**src/fba_pkg.sv**
```systemverilog
package fba_pkg;

  // build-time defaults
  localparam int unsigned MaxBlocks = 256;
  localparam int unsigned AddrBits  = 32;
  localparam int unsigned AlignUnit = 8;

  // effective block size is 8..65536 bytes
  localparam int unsigned BlockW = 17;

  // allocated addresses are wrapped to the address space, then to 32 bits
  localparam logic [31:0] ResMask = (AddrBits >= 32) ? 32'hFFFF_FFFF
                                                      : 32'((64'd1 << AddrBits) - 64'd1);

  // configuration register indexes
  localparam logic [1:0] RegBase  = 2'd0;
  localparam logic [1:0] RegBytes = 2'd1;
  localparam logic [1:0] RegCount = 2'd2;

  // request modes
  localparam logic [1:0] ModeAlloc    = 2'd0;
  localparam logic [1:0] ModeFree     = 2'd1;
  localparam logic [1:0] ModeResize   = 2'd2;
  localparam logic [1:0] ModeContains = 2'd3;

  // response status codes
  localparam logic [1:0] StatOk      = 2'd0;
  localparam logic [1:0] StatSizeRej = 2'd1;
  localparam logic [1:0] StatEmpty   = 2'd2;
  localparam logic [1:0] StatOutside = 2'd3;

  typedef struct packed {
    logic [1:0]  mode;
    logic [31:0] request_size;
    logic [31:0] address;
  } fba_req_t;

  typedef struct packed {
    logic [1:0]  status;
    logic [31:0] result_address;
    logic        contained;
  } fba_rsp_t;

endpackage

```
**src/fba_if.sv**
```systemverilog
interface fba_req_if import fba_pkg::*; ();
  logic     valid;
  logic     ready;
  fba_req_t data;

  modport source (output valid, output data, input ready);
  modport sink (input valid, input data, output ready);
endinterface

interface fba_rsp_if import fba_pkg::*; ();
  logic     valid;
  logic     ready;
  fba_rsp_t data;

  modport source (output valid, output data, input ready);
  modport sink (input valid, input data, output ready);
endinterface

```
**src/fba_mem.sv**
```systemverilog
module fba_mem #(
  parameter int unsigned DEPTH = 256,
  parameter int unsigned WIDTH = 9,
  localparam int unsigned AW = (DEPTH > 1) ? $clog2(DEPTH) : 1
) (
  input  logic             clk_i,
  input  logic             we_i,
  input  logic [AW-1:0]    waddr_i,
  input  logic [WIDTH-1:0] wdata_i,
  input  logic [AW-1:0]    raddr_i,
  output logic [WIDTH-1:0] rdata_o
);

  logic [WIDTH-1:0] mem_q [DEPTH];
  logic [WIDTH-1:0] rdata_q;

  // single write port
  always_ff @(posedge clk_i) begin
    if (we_i) begin
      mem_q[waddr_i] <= wdata_i;
    end
  end

  // registered read port
  always_ff @(posedge clk_i) begin
    rdata_q <= mem_q[raddr_i];
  end

  assign rdata_o = rdata_q;

endmodule

```
**src/fba_div.sv**
```systemverilog
module fba_div import fba_pkg::*; #(
  parameter int unsigned QW = 8,
  parameter int unsigned RW = 26,
  localparam int unsigned CW = $clog2(QW + 1)
) (
  input  logic              clk_i,
  input  logic              rst_ni,
  input  logic              start_i,
  input  logic [RW-1:0]     dividend_i,
  input  logic [BlockW-1:0] divisor_i,
  output logic              done_o,
  output logic [QW-1:0]     quotient_o
);

  logic          busy_q, busy_d;
  logic          done_q, done_d;
  logic [CW-1:0] cnt_q, cnt_d;
  logic [RW-1:0] rem_q, rem_d;
  logic [RW-1:0] dsr_q, dsr_d;
  logic [QW-1:0] quo_q, quo_d;
  logic          ge;

  // restoring division, one quotient bit per cycle
  always_comb begin
    busy_d = busy_q;
    done_d = 1'b0;
    cnt_d  = cnt_q;
    rem_d  = rem_q;
    dsr_d  = dsr_q;
    quo_d  = quo_q;
    ge     = (rem_q >= dsr_q);
    if (start_i) begin
      busy_d = 1'b1;
      cnt_d  = CW'(QW);
      rem_d  = dividend_i;
      dsr_d  = RW'(divisor_i) << (QW - 1);
      quo_d  = '0;
    end else if (busy_q) begin
      if (ge) begin
        rem_d = rem_q - dsr_q;
      end
      dsr_d = dsr_q >> 1;
      quo_d = QW'({quo_q, ge});
      cnt_d = cnt_q - CW'(1);
      if (cnt_q == CW'(1)) begin
        busy_d = 1'b0;
        done_d = 1'b1;
      end
    end
  end

  always_ff @(posedge clk_i or negedge rst_ni) begin
    if (!rst_ni) begin
      busy_q <= 1'b0;
      done_q <= 1'b0;
      cnt_q  <= '0;
    end else begin
      busy_q <= busy_d;
      done_q <= done_d;
      cnt_q  <= cnt_d;
    end
  end

  always_ff @(posedge clk_i) begin
    rem_q <= rem_d;
    dsr_q <= dsr_d;
    quo_q <= quo_d;
  end

  assign done_o     = done_q;
  assign quotient_o = quo_q;

endmodule

```
**src/fixed_block_pool_allocator_core.sv**
```systemverilog
// Fixed-size block pool allocator with a LIFO free list.
// req_i carries one request per transaction (mode, request_size, address);
// rsp_o returns exactly one response per request, in order (status,
// result_address, contained). Both are valid/ready channels.
// Configuration (base address, block size, block count) is written through
// cfg_we_i / cfg_idx_i / cfg_data_i; the user must write it only while the block is idle, which
// the block itself does not enforce; each write to a known register rebuilds the free list.
// The next-index table sits in a single-port-write, registered-read memory.
// A contains, resize, null free or rejected request passes through SEval and
// SDone to the output register; an allocate passes SEval, SAlloc and SDone;
// a free of an in-pool block waits in SDiv between SEval and SDone for the one
// bit per cycle offset divider. One request is in flight at a time; the next is
// taken at the first edge after the previous response is parked in the
// output register.
// Reset and every rebuild run a fill pass over all MAX_BLOCKS table entries,
// one entry per cycle, during which req_i.ready stays low.
// If the receiver stalls, the response waits in the output register; a
// finished response behind it holds the engine until the register drains.
module fixed_block_pool_allocator_core import fba_pkg::*; #(
  parameter int unsigned MAX_BLOCKS = MaxBlocks
) (
  input  logic         clk_i,
  input  logic         rst_ni,
  input  logic         cfg_we_i,
  input  logic [1:0]   cfg_idx_i,
  input  logic [31:0]  cfg_data_i,
  fba_req_if.sink      req_i,
  fba_rsp_if.source    rsp_o
);

  localparam int unsigned IDX_W = $clog2(MAX_BLOCKS + 1);
  localparam int unsigned QW    = (MAX_BLOCKS > 1) ? $clog2(MAX_BLOCKS) : 1;
  localparam int unsigned LIM_W = BlockW + IDX_W;
  localparam int unsigned XW    = ((LIM_W > 33) ? LIM_W : 33) + 1;
  localparam int unsigned PW    = BlockW + QW;
  localparam logic [IDX_W-1:0] NullIdx = IDX_W'(MAX_BLOCKS);
  localparam logic [IDX_W-1:0] LastIdx = IDX_W'(MAX_BLOCKS - 1);

  // state codes
  localparam logic [2:0] SSweep = 3'd0;
  localparam logic [2:0] SIdle  = 3'd1;
  localparam logic [2:0] SEval  = 3'd2;
  localparam logic [2:0] SAlloc = 3'd3;
  localparam logic [2:0] SDiv   = 3'd4;
  localparam logic [2:0] SDone  = 3'd5;

  logic [2:0]        state_q, state_d;
  logic [IDX_W-1:0]  head_q, head_d;
  logic [IDX_W-1:0]  sweep_q, sweep_d;
  logic [31:0]       base_q, base_d;
  logic [15:0]       bytes_q, bytes_d;
  logic [8:0]        count_q, count_d;
  logic [LIM_W-1:0]  limit_q;
  fba_req_t          item_q;
  logic [PW-1:0]     prod_q, prod_d;
  fba_rsp_t          res_q, res_d;
  fba_rsp_t          rsp_q, rsp_d;
  logic              rsp_valid_q, rsp_valid_d;

  logic [BlockW-1:0] eb_w;
  logic [IDX_W-1:0]  ec_w;
  logic [IDX_W:0]    sweep_nxt;
  logic              addr_in_pool;
  logic              accept;

  logic              mem_we;
  logic [QW-1:0]     mem_waddr;
  logic [IDX_W-1:0]  mem_wdata;
  logic [IDX_W-1:0]  mem_rdata;

  logic              div_start;
  logic              div_done;
  logic [QW-1:0]     div_quo;

  // effective block size and count
  always_comb begin
    if (bytes_q < 16'(AlignUnit)) begin
      eb_w = BlockW'(AlignUnit);
    end else begin
      eb_w = (BlockW'(bytes_q) + BlockW'(AlignUnit - 1)) & ~BlockW'(AlignUnit - 1);
    end
    if (32'(count_q) > 32'(MAX_BLOCKS)) begin
      ec_w = NullIdx;
    end else begin
      ec_w = IDX_W'(count_q);
    end
  end

  // pool range test
  always_comb begin
    logic [XW-1:0] addr_x;
    logic [XW-1:0] base_x;
    addr_x = XW'(item_q.address);
    base_x = XW'(base_q);
    addr_in_pool = (addr_x >= base_x) && ((addr_x - base_x) < XW'(limit_q));
  end

  assign accept    = req_i.valid && req_i.ready;
  assign sweep_nxt = {1'b0, sweep_q} + (IDX_W + 1)'(1);

  // sequencer
  always_comb begin
    state_d     = state_q;
    head_d      = head_q;
    sweep_d     = sweep_q;
    base_d      = base_q;
    bytes_d     = bytes_q;
    count_d     = count_q;
    prod_d      = prod_q;
    res_d       = res_q;
    rsp_d       = rsp_q;
    rsp_valid_d = rsp_valid_q && !rsp_o.ready;
    mem_we      = 1'b0;
    mem_waddr   = sweep_q[QW-1:0];
    mem_wdata   = NullIdx;
    div_start   = 1'b0;

    unique case (state_q)
      SSweep: begin
        mem_we    = 1'b1;
        mem_wdata = (sweep_nxt < (IDX_W + 1)'(ec_w)) ? IDX_W'(sweep_nxt) : NullIdx;
        sweep_d   = IDX_W'(sweep_nxt);
        if (sweep_q == LastIdx) begin
          state_d = SIdle;
          head_d  = (ec_w != '0) ? '0 : NullIdx;
        end
      end
      SIdle: begin
        if (accept) begin
          state_d = SEval;
        end
      end
      SEval: begin
        res_d.status         = StatOk;
        res_d.result_address = '0;
        res_d.contained      = addr_in_pool;
        state_d              = SDone;
        unique case (item_q.mode)
          ModeAlloc: begin
            if (item_q.request_size == '0 || item_q.request_size > 32'(eb_w)) begin
              res_d.status = StatSizeRej;
            end else if (head_q == NullIdx) begin
              res_d.status = StatEmpty;
            end else begin
              prod_d  = PW'(eb_w) * PW'(head_q[QW-1:0]);
              state_d = SAlloc;
            end
          end
          ModeFree: begin
            if (item_q.address != '0) begin
              if (!addr_in_pool) begin
                res_d.status = StatOutside;
              end else begin
                div_start = 1'b1;
                state_d   = SDiv;
              end
            end
          end
          ModeResize: begin
            if (item_q.address != '0 && !addr_in_pool) begin
              res_d.status = StatOutside;
            end else if (item_q.request_size > 32'(eb_w)) begin
              res_d.status = StatSizeRej;
            end else begin
              res_d.result_address = item_q.address;
            end
          end
          default: begin
          end
        endcase
      end
      SAlloc: begin
        // pop: head moves to the entry read at the old head
        head_d               = mem_rdata;
        res_d.result_address = ResMask & 32'(XW'(base_q) + XW'(prod_q));
        state_d              = SDone;
      end
      SDiv: begin
        // push: freed block points at the old head
        if (div_done) begin
          mem_we    = 1'b1;
          mem_waddr = div_quo;
          mem_wdata = head_q;
          head_d    = IDX_W'(div_quo);
          state_d   = SDone;
        end
      end
      SDone: begin
        if (!rsp_valid_q || rsp_o.ready) begin
          rsp_d       = res_q;
          rsp_valid_d = 1'b1;
          state_d     = SIdle;
        end
      end
      default: begin
        state_d = SSweep;
        sweep_d = '0;
      end
    endcase

    // configuration write to a known register restarts the table rebuild
    if (cfg_we_i) begin
      unique case (cfg_idx_i)
        RegBase:  base_d  = cfg_data_i;
        RegBytes: bytes_d = cfg_data_i[15:0];
        RegCount: count_d = cfg_data_i[8:0];
        default: begin
        end
      endcase
      if (cfg_idx_i == RegBase || cfg_idx_i == RegBytes || cfg_idx_i == RegCount) begin
        state_d = SSweep;
        sweep_d = '0;
      end
    end
  end

  always_ff @(posedge clk_i or negedge rst_ni) begin
    if (!rst_ni) begin
      state_q     <= SSweep;
      head_q      <= '0;
      sweep_q     <= '0;
      base_q      <= '0;
      bytes_q     <= 16'd8;
      count_q     <= 9'd256;
      rsp_valid_q <= 1'b0;
    end else begin
      state_q     <= state_d;
      head_q      <= head_d;
      sweep_q     <= sweep_d;
      base_q      <= base_d;
      bytes_q     <= bytes_d;
      count_q     <= count_d;
      rsp_valid_q <= rsp_valid_d;
    end
  end

  // payload registers
  always_ff @(posedge clk_i) begin
    if (accept) begin
      item_q <= req_i.data;
    end
    limit_q <= LIM_W'(eb_w) * LIM_W'(ec_w);
    prod_q  <= prod_d;
    res_q   <= res_d;
    rsp_q   <= rsp_d;
  end

  fba_mem #(
    .DEPTH (MAX_BLOCKS),
    .WIDTH (IDX_W)
  ) u_mem (
    .clk_i   (clk_i),
    .we_i    (mem_we),
    .waddr_i (mem_waddr),
    .wdata_i (mem_wdata),
    .raddr_i (head_q[QW-1:0]),
    .rdata_o (mem_rdata)
  );

  fba_div #(
    .QW (QW),
    .RW (LIM_W)
  ) u_div (
    .clk_i      (clk_i),
    .rst_ni     (rst_ni),
    .start_i    (div_start),
    .dividend_i (LIM_W'(item_q.address - base_q)),
    .divisor_i  (eb_w),
    .done_o     (div_done),
    .quotient_o (div_quo)
  );

  assign req_i.ready = (state_q == SIdle);
  assign rsp_o.valid = rsp_valid_q;
  assign rsp_o.data  = rsp_q;

  // head is a block index or the null marker
  a_head_range: assert property (@(posedge clk_i) disable iff (!rst_ni)
    head_q <= NullIdx)
    else $error("free list head out of range");

  // one request in flight
  a_one_item: assert property (@(posedge clk_i) disable iff (!rst_ni)
    accept |=> !req_i.ready)
    else $error("request taken while another is in flight");

  // divider finishes only while a free is waiting on it
  a_div_state: assert property (@(posedge clk_i) disable iff (!rst_ni)
    div_done |-> state_q == SDiv)
    else $error("divider done outside free sequence");

  // a new response comes only from a finished request
  a_rsp_source: assert property (@(posedge clk_i) disable iff (!rst_ni)
    $rose(rsp_o.valid) |-> $past(state_q) == SDone)
    else $error("response raised without a finished request");

endmodule

```
**src/flat_wrapper.sv**
```systemverilog
// flat-port wrapper written by rule: the top's interface ports become plain ports
module fixed_block_pool_allocator_core_flat import fba_pkg::*;
#(
  parameter int unsigned MAX_BLOCKS = MaxBlocks
)
  (clk_i, rst_ni, cfg_we_i, cfg_idx_i, cfg_data_i, req_i_valid, req_i_data, req_i_ready, rsp_o_valid, rsp_o_data, rsp_o_ready);
  fba_req_if req_i_i ();
  fba_rsp_if rsp_o_i ();
  input  logic clk_i;
  input  logic rst_ni;
  input  logic cfg_we_i;
  input  logic [1:0] cfg_idx_i;
  input  logic [31:0] cfg_data_i;
  input wire logic [$bits(req_i_i.valid)-1:0] req_i_valid;
  input wire logic [$bits(req_i_i.data)-1:0] req_i_data;
  output wire logic [$bits(req_i_i.ready)-1:0] req_i_ready;
  output wire logic [$bits(rsp_o_i.valid)-1:0] rsp_o_valid;
  output wire logic [$bits(rsp_o_i.data)-1:0] rsp_o_data;
  input wire logic [$bits(rsp_o_i.ready)-1:0] rsp_o_ready;
  assign req_i_i.valid = req_i_valid;
  assign req_i_i.data = req_i_data;
  assign req_i_ready = req_i_i.ready;
  assign rsp_o_valid = rsp_o_i.valid;
  assign rsp_o_data = rsp_o_i.data;
  assign rsp_o_i.ready = rsp_o_ready;
  fixed_block_pool_allocator_core #(.MAX_BLOCKS(MAX_BLOCKS)) u_core (.clk_i(clk_i), .rst_ni(rst_ni), .cfg_we_i(cfg_we_i), .cfg_idx_i(cfg_idx_i), .cfg_data_i(cfg_data_i), .req_i(req_i_i), .rsp_o(rsp_o_i));
endmodule
```
**config.mk**
```make
export PLATFORM = sky130hd
export DESIGN_NAME = fixed_block_pool_allocator_core_flat
export DESIGN_NICKNAME = d
export VERILOG_FILES = /design/src/fba_pkg.sv /design/src/fba_if.sv /design/src/fba_mem.sv /design/src/fba_div.sv /design/src/fixed_block_pool_allocator_core.sv /design/src/flat_wrapper.sv
export SDC_FILE = /design/constraint.sdc
export NUM_CORES = 2
export LEC_CHECK = 0
export BUFFER_PORTS_ARGS = -buffer_cell sky130_fd_sc_hd__buf_2
export CORE_MARGIN = 5
export CORE_UTILIZATION = 45
export DETAILED_ROUTE_END_ITERATION = 8
export SLEW_MARGIN = 10
export SYNTH_ARGS = -nofsm -noshare
export SYNTH_HDL_FRONTEND = slang
export SYNTH_HIERARCHICAL = 1
export SYNTH_SLANG_ARGS = --single-unit
```
**constraint.sdc**
```tcl
create_clock -name clk_i -period 13.9 [get_ports clk_i]
set_input_delay 2.78 -clock clk_i [delete_from_list [all_inputs] [get_ports clk_i]]
set_output_delay 2.78 -clock clk_i [all_outputs]
set_load 0.01 [all_outputs]
```
Word-level counts from Yosys, hierarchy flattened
Memories as Yosys holds them, arrays and structs flattened. A register that Yosys moved wholly into a read port is not among the register bits.
Index checks and enable logic that the tools add are counted.
- $add $sub $neg: 7
- $mul: 2
- magnitude comparators: 7
- eq/ne operators: 14
- muxes and demuxes: 60
- bitwise operators: 2
- reductions and logical operators: 29
- operator list (cell ; count):
    32-bit 2-to-1 mux ; 3
    26-bit 2-to-1 mux ; 3
    9-bit 2-to-1 mux ; 8
    32-bit case mux with 2 select lines ; 1
    24-bit 2-to-1 mux ; 2
    9-bit case mux with 2 select lines ; 2
    34-bit by 26-bit less-than comparator with 1-bit output ; 1
    32-bit by 32-bit subtractor with 33-bit output ; 1
    32-bit by 25-bit adder with 32-bit output ; 1
    32-bit greater-or-equal comparator ; 1
    32-bit by 17-bit > comparator with 1-bit output ; 1
    32-bit zero test ; 1
    32-bit nonzero test ; 1
    3-bit 2-to-1 mux ; 9
    9-bit case mux with 3 select lines ; 1
    26-bit by 24-bit greater-or-equal comparator with 1-bit output ; 1
    17-bit by 9-bit multiplier with 26-bit output ; 1
    26-bit by 24-bit subtractor with 26-bit output ; 1
    26-bit subtractor ; 1
    17-bit by 8-bit multiplier with 25-bit output ; 1
    3-bit case mux with 6 select lines ; 1
    16-bit by 3-bit adder with 17-bit output (second input constant) ; 1
    1-bit 2-to-1 mux ; 17
    17-bit 2-to-1 mux ; 1
    other kinds (34) ; 60
- register bits after elaboration: 330
- RAM bits: 2304
- input bits: 105
- output and inout bits: 37
- logic and storage cells: 147
- memories: 1
- memory list (memory ; depth ; width ; read ports ; clocked after memory_dff ; write ports ; line ; source):
    u_core.u_mem.mem_q ; 256 ; 9 ; 1 ; 1 ; 1 ; fba_mem.sv:14 ; logic [WIDTH-1:0] mem_q [DEPTH];

Logic depth before layout (Yosys ltp)
- word-level depth: 9
- depth in mapped cells: 27
- gate-level depth less buffers: 26

Hierarchy
Netlist, hierarchy kept.
- modules (own cells, without submodules) (module ; instances ; cells an instance ; area each (µm²) ; seq. area each (µm²)):
    fba_mem ; 1 ; 4237 ; 89278.1 ; 69366.5
    fixed_block_pool_allocator_core ; 1 ; 2064 ; 20674.8 ; 7184.4
    fba_div ; 1 ; 425 ; 4022.6 ; 1741.7

Worst setup path before layout
No wires, ideal clock.
- kind: register to register
- from: register u_core.count_q[8]
- to: memory u_core.u_mem.mem_q[0][1], data pin
- library setup time: 2188 ps
- arrival: 12212 ps
- required time: 11712 ps
- setup slack: -501 ps
- cell stages (with the launch flop): 14
- path buffers: 1
- period minus slack after synthesis: 14401 ps
- cells stage by stage: dfstp_2 > clkbuf_1 > nor2b_1 > inv_1 > ha_1 > a21boi_0 > o21a_1 > o21a_1 > o21a_1 > o21a_1 > o21ai_0 > a21o_1 > nand2_1 > o21ai_0
- word-level cells in the longest chain between the ends: 5
- ends and longest elaborated chain (element ; line ; source):
    from (decl) ; fixed_block_pool_allocator_core.sv:52 ; logic [8:0] count_q, count_d;
    from (signal assigned) ; fixed_block_pool_allocator_core.sv:232 ; count_q <= count_d;
    9-bit > comparator ; fixed_block_pool_allocator_core.sv:82 ; if (32'(count_q) > 32'(MAX_BLOCKS)) begin
    9-bit 2-to-1 mux (*) ; fixed_block_pool_allocator_core.sv:82 ;
    10-bit by 9-bit less-than comparator with 1-bit output (*) ; fixed_block_pool_allocator_core.sv:121 ; mem_wdata = (sweep_nxt < (IDX_W + 1)'(ec_w)) ? IDX_W'(sweep_nxt) : NullIdx;
    9-bit 2-to-1 mux (*) ; fixed_block_pool_allocator_core.sv:121 ;
    9-bit case mux with 2 select lines (*) ; fixed_block_pool_allocator_core.sv:118 ; unique case (state_q)
    net u_core.mem_wdata[1] ; fixed_block_pool_allocator_core.sv:68 ; logic [IDX_W-1:0] mem_wdata;
    to (decl) ; fba_mem.sv:14 ;
The timed path passes the listed nets; every way through them passes the cells marked *.

Final worst setup path
- from: register u_core.bytes_q[3]
- to: register u_core.prod_q[23], data pin
- word-level cells in the longest chain between the ends: 3
- elaborated cells on any way between the ends: 4
- those cells by class: 1 x add/sub; 1 x mul; 1 x order compare; 1 x mux
- ends and longest elaborated chain (element ; line ; source):
    from (decl) ; fixed_block_pool_allocator_core.sv:51 ; logic [15:0] bytes_q, bytes_d;
    from (signal assigned) ; fixed_block_pool_allocator_core.sv:231 ; bytes_q <= bytes_d;
    16-bit by 3-bit adder with 17-bit output or 16-bit by 4-bit less-than comparator with 1-bit output (tied branches) ; fixed_block_pool_allocator_core.sv:80, fixed_block_pool_allocator_core.sv:77 ;
    17-bit 2-to-1 mux (*) ; fixed_block_pool_allocator_core.sv:77 ; if (bytes_q < 16'(AlignUnit)) begin
    17-bit by 8-bit multiplier with 25-bit output (*) ; fixed_block_pool_allocator_core.sv:145 ; prod_d = PW'(eb_w) * PW'(head_q[QW-1:0]);
    to (signal assigned) ; fixed_block_pool_allocator_core.sv:243 ; prod_q <= prod_d;
    to (decl) ; fixed_block_pool_allocator_core.sv:55 ; logic [PW-1:0] prod_q, prod_d;
Mark *: on every way between the ends. The rest lies on a longest branch, timed or not.
A chain may end at the register's enable or synchronous reset.

==> metrics.txt <==
status finished clean; DR vias 62.8k; worst vdd rail ir drop 0.143 mV; Clk pin slew, worst setup/hold paths about 0.06 ns; Area contributors post-synth edfxtp_1, mux4_2, fa_1, ha_1, dfrtp_1; GRT Total Usage 23.0%; GP Congestion 0.907; vias in the first global route 63.5k; most used cell, CP fa_1; Clock Latency Late Sink 0.94 ns; headroom to the max-slew limit between 10% and 20%; prevailing post-synth register cell edfxtp_1; Max clock buf depth 4; post_cts resized 0; CP Class register to register; fraction of registers with async set/reset 3.22%; layout cell share with drive strength beyond 1 between 10% and 20%; die area approximately 260000 um^2; DR vias/cell 5.98; chip width 513 um; crit path max fanout 15; min Tclk post-route 7.28 ns; final setup violation count 0; post-route clock period utilization 52.4%; routed len/inst 29.3 um; Post-Syn Area 114000 um^2; min-delay worst type register to register; post-synth cell types 106; initial antenna violation count 5; Power Dens Cells around 150 nW/um^2; CP Capture Type register; nets 7415; area of the core roughly 250000 um^2; drt drc 0; cts hold-fix bufs 0; cells after synthesis ~6.7k; max-cap viol count 0; Crit path largest cell delay 0.62 ns; total grt overflow 0; placed cell areas 118000 um^2; Antenna Nets Post-Route 0; # IOs 142; Arr. time, crit path between 7 and 8 ns; worst clock skew just over 0.08 ns; initial DRC count 6178; pins over their slew limit 0; Synth area leader edfxtp_1; P&R area growth vs syn 11.8%; # rows 184; # port buffers about 140; setup tns final 0 ns; Seq/Total Area, Yosys 68.7%; top cell type's share of synthesized area 66.0%; synthesis-stage register bit count 2637; final hold viol count 0; clock root cell clkbuf_16; initial core utilization between 40% and 50%; Die Ht between 500 and 600 um; Pleak just over 40 nW; WP data required 14.60 ns; htree depth 5; pin count of the biggest net entering global routing 189; CP max-delay cell or4b_2; worst slew pin tran between 1 and 1.5 ns; cell area after layout 127000 um^2; crit start category register; total CTS buffers 294; synth warn 6; EDFF count, synth between 2k and 3k; first-pass GRT wire length 446000 um; post-CTS setup buffers 0; final core utilization 50.7%; fmax 137 MHz; RSZ-0062 raised after global routing no; clock sinks around 2.6k; drt pass-1 iters 5; Total Wirelength 307000 um; Post-DP HPWL 196000 um; worst hold slack 0.415 ns; crit-path cells nand3_1, nor2_1, nand3_1, nor2_1, and3_1, nand2_1, xor2_1, inv_1, and2_1, fa_1, inv_1, fa_1, fa_1, fa_1, inv_1, ha_1, a21o_1, a21o_1, a21oi_1, a31oi_1, o41ai_2, or4b_2, o211ai_1; CTS tree done; Avg Inst Size Synth around 17 um^2
-- synth_stat cells (133+ instances only) --
cell type / n
inv_1: 322
a21oi_1: 198
fa_1: 160
nand2_1: 349
ha_1: 212
nor2_1: 464
edfxtp_1: 2505
mux4_2: 467
clkbuf_1: 190
mux2i_1: 192
o21ai_0: 133
a22oi_1: 180
-- layout make-up --
class,count,area (um^2)
Antenna cell,2,5.00
Tap cell,3348,4190
Clock inverter,139,1390
Sequential cell,2637,78300
Timing Repair Buffer,262,1720
Inverter,323,1210
Fill cell,20600,124000
Clock buffer,365,7850
Multi-Input combinational cell,3420,32800
-- per-stage QoR --
stage / total power, mW / cells / setup slack (ns)
5_1_grt: 20.0 / 10500 / 6.22
4_1_cts: 19.5 / 10500 / 6.70
3_5_place_dp: 12.0 / 9990 / 6.74
2_1_floorplan: 10.9 / 6728 / 3.23
3_3_place_gp: 11.9 / 9990 / 6.83
6_report: 19.3 / 10500 / 6.62
-- state kept, by name, summed over array words and instances (netlist names), 16 cells and up --
name	flops
u_core/base_q	32
u_core/bytes_q	16
u_core/item_q	66
u_core/limit_q	23
u_core/prod_q	22
u_core/res_q	35
u_core/rsp_o.data	35
u_core/u_div/dsr_q	24
u_core/u_div/rem_q	26
u_core/u_mem/mem_q	2304
-- where the power goes --
| group | switching, mW | internal (mW) | total (mW) |
|---|---|---|---|
| registers | 0.0743 | 9.12 | 9.19 |
| clock network | 3.04 | 4.48 | 7.51 |
| logic | 1.85 | 0.752 | 2.61 |
| total | 4.97 | 14.3 | 19.3 |
-- logic make-up after synthesis --
kind of cell | count (synthesis) | share of synthesized area, %
other cells | 1 | 0.00329
mux | 729 | 11.7
simple gates | 1233 | 4.94
compound gates | 955 | 5.76
flops | 2637 | 68.7
xor+xnor | 128 | 0.984
fa+ha+maj | 372 | 5.14
buf+inv | 671 | 2.76
-- metal layers --
metal  track usage [%]  up-vias  share of wire [%]
li1                  -    26700                  -
met1              31.2    33000                 40
met2              38.1     2456                 49
met3              3.76      551                6.8
met4              8.25        4                4.0
met5                 0        -              0.010
-- worst paths after layout --
path | startpoint | to | slack, ns | cells after the start
setup / recovery | u_core/bytes_q[3]$_DFFE_PN1P_ | u_core/prod_q[23]$_DFFE_PP_ | 6.62 | 23
hold / removal | u_core/res_q[10]$_DFFE_PP_ | u_core/rsp_o.data[10]$_DFFE_PP_ | 0.42 | 0
setup reg to reg | u_core/bytes_q[3]$_DFFE_PN1P_ | u_core/prod_q[23]$_DFFE_PP_ | 6.62 | 23
hold reg to reg | u_core/res_q[10]$_DFFE_PP_ | u_core/rsp_o.data[10]$_DFFE_PP_ | 0.42 | 0
max in group asynchronous | rst_ni | u_core/head_q[1]$_DFFE_PN0P_ | 10.68 | 2
min in group asynchronous | rst_ni | u_core/base_q[2]$_DFFE_PN0P_ | 1.88 | 1
-- layout by cell type, fill, tap and decap left out, types with 180 or more instances in the layout --
cell / instances
edfxtp_1: 2505
mux4_2: 467
nor2_1: 461
nand2_1: 348
inv_1: 322
clkbuf_16: 300
ha_1: 212
a21oi_1: 197
mux2i_1: 192
a22oi_1: 180
-- worst max-delay path, delay by kind of cell, from the launching register on --
| kind | cells | cell delay (ns) |
|---|---|---|
| adder cells (fa/ha/maj) | 5 | 2.36 |
| AND/OR/NAND/NOR | 8 | 1.95 |
| AO/OA/AOI/OAI | 6 | 1.32 |
| flip-flops | 1 | 0.56 |
| buffers and inverters | 3 | 0.52 |
| XOR/XNOR | 1 | 0.38 |
No activity file was read; power rests on OpenSTA's default activity.
